`src/rtl/core/string_position_hash_assert.svh`:
```
// assertion macros for the string position hash block
// no dependencies; bodies are empty when SYNTHESIS is defined
`ifndef STRING_POSITION_HASH_ASSERT_SVH
`define STRING_POSITION_HASH_ASSERT_SVH

`ifndef SYNTHESIS
// clocked on clk, disabled while arst_n is low
`define SPH_ASSERT(label, prop, msg) \
	label: assert property (@(posedge clk) disable iff (!arst_n) prop) else $error(msg);
// clocked on clk, checked during reset too
`define SPH_ASSERT_ALWAYS(label, prop, msg) \
	label: assert property (@(posedge clk) prop) else $error(msg);
`else
`define SPH_ASSERT(label, prop, msg)
`define SPH_ASSERT_ALWAYS(label, prop, msg)
`endif

`endif

```
`src/rtl/core/sph_pkg.sv`:
```
// types and constants shared by the string position hash block
// no dependencies
package sph_pkg;

	localparam logic [31:0] HASH_MODULUS   = 32'h8000_000b;
	localparam logic [31:0] HASH_MULT      = 32'hffff_ffef;
	localparam logic [31:0] HASH_FINAL_XOR = 32'h1234_5678;
	localparam logic [7:0]  CASE_OFFSET    = 8'h20;

	localparam logic [7:0] CHAR_UPPER_A  = 8'h41;
	localparam logic [7:0] CHAR_UPPER_Z  = 8'h5a;
	localparam logic [7:0] CHAR_SLASH    = 8'h2f;
	localparam logic [7:0] CHAR_BSLASH   = 8'h5c;

	localparam logic [1:0] CFG_HASH_MODE    = 2'd0;
	localparam logic [1:0] CFG_SIGNED_CHARS = 2'd1;

	localparam logic [1:0] MODE_PLAIN = 2'd0;

	typedef struct packed {
		logic [1:0] hash_mode;
		logic       signed_chars;
	} sph_cfg_t;

	typedef enum logic [2:0] {
		ST_IDLE,
		ST_WEIGHT,
		ST_REDUCE,
		ST_SCRAMBLE,
		ST_STORE,
		ST_FINISH
	} sph_state_t;

endpackage

```
`src/rtl/core/string_position_hash.sv`:
```
// string position hash: one character per item, sequencer around a shared multiplier
// depends on sph_pkg, sph_char_widen, sph_mul and string_position_hash_assert.svh
// character item: two multiplier passes (weight, scramble) before the next acceptance
// end item: after any character passes, finish posts the result when out_free
// idle item without character: stays in idle; result register frees input while waiting
// arst_n clears hash, position, sequencer and output valid; hash_mode 0, signed_chars 1
`include "string_position_hash_assert.svh"
module string_position_hash
	import sph_pkg::*;
(
	input  logic        clk,
	input  logic        arst_n,
	input  logic        in_valid,
	output logic        in_ready,
	input  logic [7:0]  char_byte,
	input  logic        end_of_string,
	input  logic        no_char,
	output logic        out_valid,
	input  logic        out_ready,
	output logic [31:0] hash_value,
	input  logic        cfg_valid,
	output logic        cfg_ready,
	input  logic [1:0]  cfg_index,
	input  logic [1:0]  cfg_data
);

	sph_state_t  state_q;
	sph_state_t  state_d;
	sph_cfg_t    cfg_q;
	logic [7:0]  byte_q;
	logic        eos_q;
	logic [31:0] hash_q;
	logic [31:0] pos_q;
	logic        out_valid_q;
	logic [31:0] hash_value_q;

	logic        in_fire;
	logic        out_free;
	logic        finish_fire;
	logic        sel_scramble;
	logic        load_sum;
	logic        load_prod;
	logic [31:0] char_wide;
	logic [31:0] mul_a;
	logic [31:0] mul_b;
	logic [31:0] prod_q;
	logic [31:0] sum;
	logic [31:0] reduced;

	assign cfg_ready = 1'b1;
	assign in_fire   = in_valid & in_ready;
	assign out_free  = ~out_valid_q | out_ready;

	// next state
	always_comb begin
		state_d = state_q;
		unique case (state_q)
			ST_IDLE: begin
				if (in_valid) begin
					if (!no_char) begin
						state_d = ST_WEIGHT;
					end else if (end_of_string) begin
						state_d = ST_FINISH;
					end
				end
			end
			ST_WEIGHT:   state_d = ST_REDUCE;
			ST_REDUCE:   state_d = ST_SCRAMBLE;
			ST_SCRAMBLE: state_d = ST_STORE;
			ST_STORE:    state_d = eos_q ? ST_FINISH : ST_IDLE;
			ST_FINISH: begin
				if (out_free) begin
					state_d = ST_IDLE;
				end
			end
			default:     state_d = ST_IDLE;
		endcase
	end

	// sequencer outputs
	always_comb begin
		in_ready     = 1'b0;
		sel_scramble = 1'b0;
		load_sum     = 1'b0;
		load_prod    = 1'b0;
		finish_fire  = 1'b0;
		unique case (state_q)
			ST_IDLE:     in_ready = 1'b1;
			ST_WEIGHT:   ;
			ST_REDUCE:   load_sum = 1'b1;
			ST_SCRAMBLE: sel_scramble = 1'b1;
			ST_STORE:    load_prod = 1'b1;
			ST_FINISH:   finish_fire = out_free;
			default:     ;
		endcase
	end

	always_ff @(posedge clk or negedge arst_n) begin
		if (!arst_n) begin
			state_q <= ST_IDLE;
		end else begin
			state_q <= state_d;
		end
	end

	always_ff @(posedge clk or negedge arst_n) begin
		if (!arst_n) begin
			cfg_q.hash_mode    <= MODE_PLAIN;
			cfg_q.signed_chars <= 1'b1;
		end else if (cfg_valid) begin
			unique case (cfg_index)
				CFG_HASH_MODE:    cfg_q.hash_mode <= cfg_data;
				CFG_SIGNED_CHARS: cfg_q.signed_chars <= cfg_data[0];
				default:          ;
			endcase
		end
	end

	always_ff @(posedge clk) begin
		if (in_fire) begin
			byte_q <= char_byte;
			eos_q  <= end_of_string;
		end
	end

	sph_char_widen u_widen (
		.cfg       (cfg_q),
		.char_in   (byte_q),
		.char_wide (char_wide)
	);

	assign mul_a = sel_scramble ? hash_q : pos_q + 32'd1;
	assign mul_b = sel_scramble ? HASH_MULT : char_wide;

	sph_mul u_mul (
		.clk    (clk),
		.op_a   (mul_a),
		.op_b   (mul_b),
		.prod_q (prod_q)
	);

	assign sum     = hash_q + prod_q;
	assign reduced = (sum >= HASH_MODULUS) ? sum - HASH_MODULUS : sum;

	always_ff @(posedge clk or negedge arst_n) begin
		if (!arst_n) begin
			hash_q <= '0;
			pos_q  <= '0;
		end else if (finish_fire) begin
			hash_q <= '0;
			pos_q  <= '0;
		end else if (load_sum) begin
			hash_q <= reduced;
			pos_q  <= pos_q + 32'd1;
		end else if (load_prod) begin
			hash_q <= prod_q;
		end
	end

	// result register
	always_ff @(posedge clk or negedge arst_n) begin
		if (!arst_n) begin
			out_valid_q <= 1'b0;
		end else if (finish_fire) begin
			out_valid_q <= 1'b1;
		end else if (out_ready) begin
			out_valid_q <= 1'b0;
		end
	end

	always_ff @(posedge clk) begin
		if (finish_fire) begin
			hash_value_q <= hash_q ^ HASH_FINAL_XOR;
		end
	end

	assign out_valid  = out_valid_q;
	assign hash_value = hash_value_q;

	`SPH_ASSERT(a_pos_only_in_update, (state_q != ST_REDUCE && state_q != ST_FINISH) |=> $stable(pos_q), "position changed outside update")
	`SPH_ASSERT(a_finish_clears, (state_q == ST_FINISH && out_free) |=> (out_valid && hash_q == 32'd0 && pos_q == 32'd0), "finish did not post result and clear state")
	`SPH_ASSERT(a_idle_item_stays, (in_fire && no_char && !end_of_string) |=> (in_ready && $stable(hash_q)), "idle item disturbed the hash")

endmodule

```
`src/rtl/core/sph_char_widen.sv`:
```
// character folding, slash mapping and widening to 32 bits
// depends on sph_pkg
module sph_char_widen
	import sph_pkg::*;
(
	input  sph_cfg_t    cfg,
	input  logic [7:0]  char_in,
	output logic [31:0] char_wide
);

	logic [7:0] mapped;

	always_comb begin
		priority if (cfg.hash_mode != MODE_PLAIN && char_in >= CHAR_UPPER_A &&
			char_in <= CHAR_UPPER_Z) begin
			mapped = char_in + CASE_OFFSET;
		end else if (cfg.hash_mode[1] && char_in == CHAR_SLASH) begin
			mapped = CHAR_BSLASH;
		end else begin
			mapped = char_in;
		end
	end

	assign char_wide = {{24{cfg.signed_chars & mapped[7]}}, mapped};

endmodule

```
`src/rtl/core/sph_mul.sv`:
```
// shared 32x32 multiplier keeping the low 32 bits, registered product
// no dependencies
module sph_mul (
	input  logic        clk,
	input  logic [31:0] op_a,
	input  logic [31:0] op_b,
	output logic [31:0] prod_q
);

	logic [31:0] full;

	assign full = op_a * op_b;

	always_ff @(posedge clk) begin
		prod_q <= full;
	end

endmodule
```
`config.mk`:
```
export PLATFORM = sky130hd
export DESIGN_NAME = string_position_hash
export DESIGN_NICKNAME = d
export VERILOG_FILES = /design/src/rtl/core/sph_pkg.sv /design/src/rtl/core/string_position_hash.sv /design/src/rtl/core/sph_char_widen.sv /design/src/rtl/core/sph_mul.sv
export VERILOG_INCLUDE_DIRS = /design/src /design/src/rtl/core
export SDC_FILE = /design/constraint.sdc
export NUM_CORES = 1
export LEC_CHECK = 0
export ABC_AREA = 0
export BUFFER_PORTS_ARGS = -buffer_cell sky130_fd_sc_hd__buf_2
export CORE_MARGIN = 1
export CORE_UTILIZATION = 60
export DETAILED_ROUTE_END_ITERATION = 7
export GPL_TIMING_DRIVEN = 0
export PLACE_DENSITY = 0.85
export SYNTH_ARGS = -nofsm -noshare
export SYNTH_HDL_FRONTEND = slang
export SYNTH_SLANG_ARGS = --single-unit
```
`constraint.sdc`:
```
create_clock -name clk -period 10.9 [get_ports clk]
set_input_delay 0 -clock clk [delete_from_list [all_inputs] [get_ports clk]]
set_output_delay 0 -clock clk [all_outputs]
set_load 0.05 [all_outputs]
```
# --- After elaboration in Yosys (flattened, before gate mapping) ---
# Index checks and enable logic that the tools add are counted.
totals:
  in_bits: 19
  reg_bits: 144
  out_inout_bits: 35
  wordCells: 68
op_classes:
  magnitude_cmp: 3
  n_bitwise: 5
  n_eq_ne: 10
  mux: 23
  reduce_logical: 12
  n_addsub: 4
  n_mul: 1
op_table:
  columns: ["op", "n"]
  rows:
  - ["$mux W32", 8]
  - ["$add A32 B1 Y32 const B", 1]
  - ["$add A32 B32 Y32", 1]
  - ["$ge A32 B32 Y1 const B", 1]
  - ["$mul A32 B32 Y32", 1]
  - ["$sub A32 B32 Y32 const B", 1]
  - ["$pmux W3 S6", 1]
  - ["$mux W8", 2]
  - ["$mux W3", 5]
  - ["$not A13 Y13", 1]
  - ["$add A8 B6 Y8 const B", 1]
  - ["$eq A8 B6 Y1 const B", 1]
  - ["$ge A8 B7 Y1 const B", 1]
  - ["$le A8 B7 Y1 const B", 1]
  - ["$mux W1", 7]
  - ["$eq A3 B2 Y1 const B", 2]
  - ["$eq A3 B3 Y1 const B", 2]
  - ["$reduce_bool A2 Y1", 3]
  - ["$ne A2 B2 Y1 const B", 2]
  - ["$reduce_and A2 Y1", 2]
  - ["$eq A3 B1 Y1 const B", 1]
  - ["$logic_and A1 B1 Y1", 3]
  - ["$logic_not A3 Y1", 1]
  - ["$ne A3 B3 Y1 const B", 1]
  - ["other kinds (7)", 8]

# --- Longest topological paths before layout ---
# Gate-level depths: netlist of run 1.
depth:
  word_depth: 7
  depth_mapped: 40
  ltp_nobuf: 37

# --- Hierarchy ---
# From an unflattened synthesis of run 1, not the netlist that was laid out.
unflattened:
  hier_cells: 2783
  hier_area_um2: 25244.2
modules_own_cells:
  columns: ["mod", "seq_area_each_um2", "cells_per_inst", "area_each_um2", "instances"]
  rows:
  - ["sph_mul", 640.6, 1739, 16409.5, 1]
  - ["string_position_hash", 3009.1, 993, 8481.9, 1]
  - ["sph_char_widen", 0.0, 51, 352.8, 1]

# --- Worst setup path after synthesis of run 1 ---
# OpenSTA, ideal clock, no wires.
synth_timing:
  kind: "register -> register"
  startpoint: "register pos_q[0]"
  endpoint: "register u_mul.prod_q[30]"
  synth_period_minus_slack_ns: 8.797
  required_ns: 10.828
  setup_ns: 0.072
  arrival_ns: 8.724
  setup_slack_ns: 2.103
  path_buffers: 1
  stages_incl_launch_ff: 33
  cell_sequence: "dfrtp_1 > ha_1 > and3_1 > clkbuf_1 > and3_1 > and3_1 > and3_1 > and3_1 > and3_1 > xnor2_1 > nand2_1 > o21ai_1 > nor2_1 > fa_1 > inv_1 > fa_1 > fa_1 > fa_1 > inv_1 > fa_1 > ha_1 > fa_1 > fa_1 > ha_1 > a21o_1 > a2111oi_0 > o21ai_0 > a21oi_1 > o21ai_0 > or4_1 > a31o_2 > a21oi_1 > xnor2_1"
synth_via:
  elab_chain_cells: 3
synth_rtl:
  columns: ["element", "line_no", "source"]
  rows:
  - ["from (decl)", "string_position_hash.sv:33", "logic [31:0] pos_q;"]
  - ["from (signal assigned)", "string_position_hash.sv:154", "pos_q <= pos_q + 32'd1;"]
  - ["$add A32 B1 Y32", "string_position_hash.sv:132", "assign mul_a = sel_scramble ? hash_q : pos_q + 32'd1;"]
  - ["$mux W32", "string_position_hash.sv:132", null]
  - ["$mul A32 B32 Y32", "sph_mul.sv:12", "assign full = op_a * op_b;"]
  - ["via u_mul.full[30]", "sph_mul.sv:10", "logic [31:0] full;"]
  - ["to (signal assigned)", "sph_mul.sv:15", "prod_q <= full;"]
  - ["to (decl)", "sph_mul.sv:7", "output logic [31:0] prod_q"]
# The timed path passes the listed nets, and every way through them passes these cells.
# A chain may end at the register's enable or synchronous reset.

# --- Worst setup path in the final report of run 1 ---
layout_timing:
  startpoint: "register state_q[1]"
  endpoint: "register u_mul.prod_q[31]"
layout_via:
  elab_chain_cells: 4
  word_cells_on_any_way: 5
  cone_classes: "1 x mul; 1 x eq/ne; 3 x mux"
layout_rtl:
  columns: ["element", "line_no", "source"]
  rows:
  - ["from (decl)", "string_position_hash.sv:27", "sph_state_t state_q;"]
  - ["from (signal assigned)", "string_position_hash.sv:102", "state_q <= state_d;"]
  - ["$eq A3 B2 Y1 (*)", "string_position_hash.sv:87", "unique case (state_q)"]
  - ["$mux W1 (*)", "string_position_hash.sv:87", null]
  - ["$mux W32 (on tied branches)", "string_position_hash.sv:132, string_position_hash.sv:133", null]
  - ["$mul A32 B32 Y32 (*)", "sph_mul.sv:12", null]
  - ["via u_mul.full[31]", "sph_mul.sv:10", null]
# Mark *: on every way through the listed nets, which the timed path passes. The rest lies on a longest branch.

==> qor.csv, run 1 <==
metric;value;unit
outcome;complete, no violations;
drc;0;
max_freq;94.42;MHz
cp_slowest_stage_delay;0.58;ns
cpMaxStageDelayCell;fa_1;
layout.nets;2971;
r2r_end;u_mul.prod_q[31]$_DFF_P_;
overflow;0;
drtPass1Iterations;6;
r2r_slack;0.31;ns
drive_gt1_frac;0.07581;
grt_pass1_vias;18330;
dr.first_iter.drc_count;2122;
syn_area;0.02152;mm^2
worst_skew_pair.late_latency;0.45;ns
synthArstFlopShare;0.4931;
post-route-util;0.6685;
vias_per_cell;6.208;
tightest_slew;1.140;ns
seq_area_frac_synth;0.1696;
r2r_cells;33;
diodes;0;
relSlewSlack;0.2322;
post_cts_buffers;0;
start_kind;register;
fp.dieH;191.4;um
gp_congestion;1.022;
multiInputGateArea;0.01605;mm^2
yosysWarnings;0;
dieArea;0.03662;mm^2
wl_per_cell;22.93;um
mostFrequentLayoutCells;397 x inv_1, 314 x fa_1, 254 x nand2_1, 199 x nor2_1, 158 x ha_1;
r2r_start;state_q[1]$_DFFE_PN0P_;
area_delta_synth_final;8.367;%
fin_skew;0.01267;ns
syn_area_per_cell;9.015;um^2
tritoncts;done;
start_util;0.6169;
rows;68;
dp_slack;-0.6476;ns
gr-usage-all-layers;0.3848;
period_needed;10.59;ns
num_vias;18300;
coreArea;0.03488;mm^2
critical_path_class;reg -> reg;
antenna_found_initial;0;
hold_slack;0.06367;ns
htreeDepth;4;
worst_path_most_repeated_cell;fa_1;
clkTransAtPathRegs;0.07;ns
cp.arrival;10.91;ns
cts_buffers;17;
drt_wl_total;67.58;mm
numPortBuffers;52;
grt_max_degree;69;
final_common_cell;inv_1;
register_area;0.003650;mm^2
ios;54;
worstHoldPathType;in -> async;
grt_pass1_wl;104.1;mm
endpoint_kind;register;
synth_edf_count;41;
maxCapViolations;0;
synth_ff_type;dfrtp_1;
slew_violations;0;
fin_crit_sh;0.9717;
setup_violations;0;
die_w;191.4;um
nFillCells;2852;
place_hpwl;56.35;mm
required;11.22;ns
ys_seq_elements;144;
clock-root-buffer;clkbuf_16;
hold_violations;0;
setup_ws;0.3085;ns
clock-sinks;144;
ant_nets;0;
cp_max_fo;10;
synth_cells;2387;
cts_buffer_depth;2;
ys_types;105;
synthesis.nets;2878;
==> synthesized netlist by cell type (24+ instances only) <==
master	instances	area, um^2
xor2_1	44	385.4
nand2_1	254	953.4
o21ai_1	25	125.1
and2_1	25	156.4
inv_1	397	1490
nand2b_1	27	168.9
a21oi_1	97	485.5
dfrtp_1	70	1752
nor3_1	40	200.2
xnor2_1	114	998.5
edfxtp_1	41	1231
dfxtp_1	32	640.6
fa_1	314	6286
ha_1	158	1977
o21ai_0	88	440.4
clkbuf_1	67	251.5
a21o_1	30	225.2
nor2_1	201	754.5
o21a_1	24	180.2
==> flip-flops by register name, indices dropped and copies added, names as in the netlist, 3 cells and up <==
name / count
byte_q: 8
cfg_q: 3
hash_q: 32
hash_value: 32
pos_q: 32
state_q: 3
u_mul.prod_q: 32
==> worst max-delay path: cells and delay by family (launching register included) <==
family          cells  cell delay [ns]
fa+ha+maj           9             4.36
buf+inv            10             2.32
compound gates      9             2.09
simple gates        4             1.00
xor+xnor            1             0.33
flops               1             0.32
==> repair_timing <==
action / CTS / global route
hold buffers: 21 / 0
setup endpoints to repair: 8 / 7
hold endpoints to repair: 86 / 0
resized for setup: 7 / 24
==> layer usage <==
layer,up-vias,wire (um),track usage
met5,-,0,0
met4,0,3016,0.1542
met3,202,7806,0.1021
met2,1100,30040,0.5864
met1,9036,26730,0.5216
li1,7963,-,-
==> metrics by stage <==
step	cell area, um^2	instances	TNS (ns)
after floorplan	21520	2387	0
final	23320	2948	0
after global routing	23320	2948	-0.01022
after detailed placement	22410	2896	-2.503
after CTS	23290	2949	0
after global placement	22350	2894	-1.750
==> how the worst max path moves through the flow <==
stage | start | to | slack (ns) | cells past startpoint
finish | state_q[1]$_DFFE_PN0P_ | u_mul.prod_q[31]$_DFF_P_ | 0.31 | 33
global route | state_q[1]$_DFFE_PN0P_ | u_mul.prod_q[31]$_DFF_P_ | -0.01 | 38
CTS | state_q[1]$_DFFE_PN0P_ | u_mul.prod_q[30]$_DFF_P_ | 0.06 | 32
detailed placement | state_q[1]$_DFFE_PN0P_ | u_mul.prod_q[30]$_DFF_P_ | -0.65 | 32
global placement | state_q[1]$_DFFE_PN0P_ | u_mul.prod_q[30]$_DFF_P_ | -0.53 | 32
floorplan | pos_q[0]$_DFFE_PN0P_ | u_mul.prod_q[30]$_DFF_P_ | 2.10 | 32
==> cells by family after synthesis <==
family	share of synthesized area
AO/OA/AOI/OAI	0.1374
AND/OR/NAND/NOR	0.1460
other	0.0001743
XOR/XNOR	0.06559
flip-flops	0.1696
buffers and inverters	0.08594
multiplexers	0.01082
adder cells (fa/ha/maj)	0.3845
==> final cells by class <==
type,instances,share of cell area
Clock buffer,18,0.01840
Multi-Input combinational cell,1763,0.6885
Timing Repair Buffer,75,0.02264
Inverter,397,0.06391
Tap cell,455,0.02441
Buffer,82,0.01588
Clock inverter,14,0.009766
Sequential cell,144,0.1565
Power of run 1 is left out: the tool's default activity adds up to more than one toggle a clock period on the data nets, which glitch-free logic cannot reach.
==> inputs of run 2 (changes only) <==
--- a/config.mk
+++ b/config.mk
@@ -15,4 +15,5 @@
 export PLACE_DENSITY = 0.85
 export SYNTH_ARGS = -nofsm -noshare
 export SYNTH_HDL_FRONTEND = slang
+export SYNTH_HIERARCHICAL = 1
 export SYNTH_SLANG_ARGS = --single-unit
==> constraint.sdc (replaced) <==
create_clock -name clk -period 10 [get_ports clk]
set_input_delay 0 -clock clk [delete_from_list [all_inputs] [get_ports clk]]
set_output_delay 0 -clock clk [all_outputs]
set_load 0.05 [all_outputs]
==> qor.csv, run 2 <==
metric;value;unit
cp_slowest_stage_delay;0.61;ns
ys_seq_elements;144;
start_kind;register;
ios;54;
synthesis.nets;3368;
yosysWarnings;6;
fin_crit_sh;0.9650;
worstHoldPathType;in -> async;
relSlewSlack;0.07053;
yosysTopAreaCellShare;0.3243;
fin_skew;0.02115;ns
cp_max_fo;7;
ys_types;102;
synth_ff_type;dfrtp_1;
cp.arrival;9.99;ns
final_common_cell;fa_1;
num_vias;21260;
tightest_slew;1.393;ns
syn_area_per_cell;9.071;um^2
drtPass1Iterations;8;
dr.first_iter.drc_count;1954;
yosysMostFrequentCell;fa_1;
mostFrequentLayoutCells;409 x fa_1, 383 x inv_1, 381 x and2_1, 277 x nand2_1, 157 x ha_1;
layout.nets;3460;
cts_buffers;17;
drive_gt1_frac;0.06960;
setup_violations;0;
r2r_cells;30;
endpoint_kind;register;
rsz0062_at_grt;false;
grt_pass1_vias;22580;
htreeDepth;4;
syn_area;0.02524;mm^2
rows;74;
synth_area_leaders;fa_1 32%, and2_1 9.4%, ha_1 7.8%, dfrtp_1 6.9%, inv_1 5.7%;
required;10.34;ns
clkTransAtPathRegs;0.07;ns
outcome;complete, but fails checks;
antenna_found_initial;3;
grt.busiest_layer;met2;
wl_per_cell;24.53;um
start_util;0.6127;
drc;16;
cts_buffer_depth;2;
worst_skew_pair.late_latency;0.46;ns
drt_wl_total;84.02;mm
tritoncts;done;
maxCapViolations;0;
numPortBuffers;52;
seq_area_frac_synth;0.1446;
clock-sinks;144;
synthArstFlopShare;0.4931;
fp.dieH;207.1;um
grt_util_met1;0.4848;
worst_path_most_repeated_cell;fa_1;
hold_violations;0;
synth_cells;2783;
dieArea;0.04290;mm^2
synth_largest_area_cell;fa_1;
violations;DRC;
gr-usage-all-layers;0.4049;
gr-usage-met2;0.6632;
ant_nets;0;
ys_top_cells_by_count;409 x fa_1, 383 x inv_1, 381 x and2_1;
period_needed;9.650;ns
placed_area;0.02620;mm^2
vias_per_cell;6.207;
area_delta_synth_final;7.782;%
critical_path_class;reg -> reg;
grt_max_degree;69;
hold_slack;0.05083;ns
post-route-util;0.6604;
synth_edf_count;41;
slew_violations;0;
clock-root-buffer;clkbuf_16;
place_hpwl;66.87;mm
coreArea;0.04120;mm^2
stdcell_area;0.02721;mm^2
gp_congestion;1.022;
cpMaxStageDelayCell;a21oi_2;
die_w;207.1;um
max_freq;103.6;MHz
grt_pass1_wl;129.8;mm
overflow;0;
post_cts_buffers;0;
grtUsageMet3;0.07141;
run 2: per-layer routing:
layer / vias to the layer above / wire, um
met5: - / 30
met4: 4 / 6994
met3: 397 / 7478
met2: 1257 / 38850
met1: 10550 / 30660
li1: 9055 / -
run 2: final timing paths:
check,startpoint,endpoint,slack [ns]
worst max register to register,pos_q[0]$_DFFE_PN0P_,u_mul/prod_q[29]$_DFF_P_,0.35
worst max-delay path,pos_q[0]$_DFFE_PN0P_,u_mul/prod_q[29]$_DFF_P_,0.35
worst min-delay path,arst_n,cfg_q[0]$_DFFE_PN1P_,0.05
worst min register to register,u_mul/prod_q[31]$_DFF_P_,hash_q[31]$_DFFE_PN0P_,0.51
min in group clk,char_byte[6],byte_q[6]$_DFFE_PP_,0.25
max in group asynchronous,arst_n,cfg_q[2]$_DFFE_PN0P_,9.40
run 2: kinds of logic after synthesis:
logic type                 synth area share
and+or+nand+nor                      0.2022
xor gates and xnor gates            0.05274
other                             0.0001485
DFF                                  0.1446
adders and majority gates            0.4022
muxes                              0.004659
AOI/OAI and AO/OA                    0.1079
buffers and inverters               0.08570
run 2: stage by stage:
stage               TNS [ns]  setup slack, ns  std cells
finish                     0           0.3505       3425
floorplan                  0            1.031       2783
global route               0         0.001539       3420
CTS                        0          0.04421       3421
detailed placement    -1.223          -0.3289       3368
global placement      -3.896          -0.6158       3367
run 2: what timing repair did:
item,4_1_cts,5_1_grt
endpoints found under the setup margin,6,6
endpoints found under the hold margin,86,0
hold buffers,21,0
gates resized for setup,12,46
pin swaps,0,0
run 2: final cells by class:
type,count,area [um^2]
multi-input cells,2093,19590
plain buffers,162,740.7
inverters,383,1438
diodes,5,12.51
clock inverters,15,188.9
flip-flops and latches,144,3650
well taps,532,665.6
clock buffers,17,425.4
repair buffers,74,500.5
fillers,3345,13990
run 2: worst max-delay path, delay by kind of cell (launching register included):
family / cells / cell delay (ns)
compound gates: 5 / 1.35
xor+xnor: 1 / 0.19
fa+ha+maj: 9 / 4.48
buf+inv: 5 / 0.77
flops: 1 / 0.42
simple gates: 10 / 2.31
Power of run 2 is left out for the same reason.
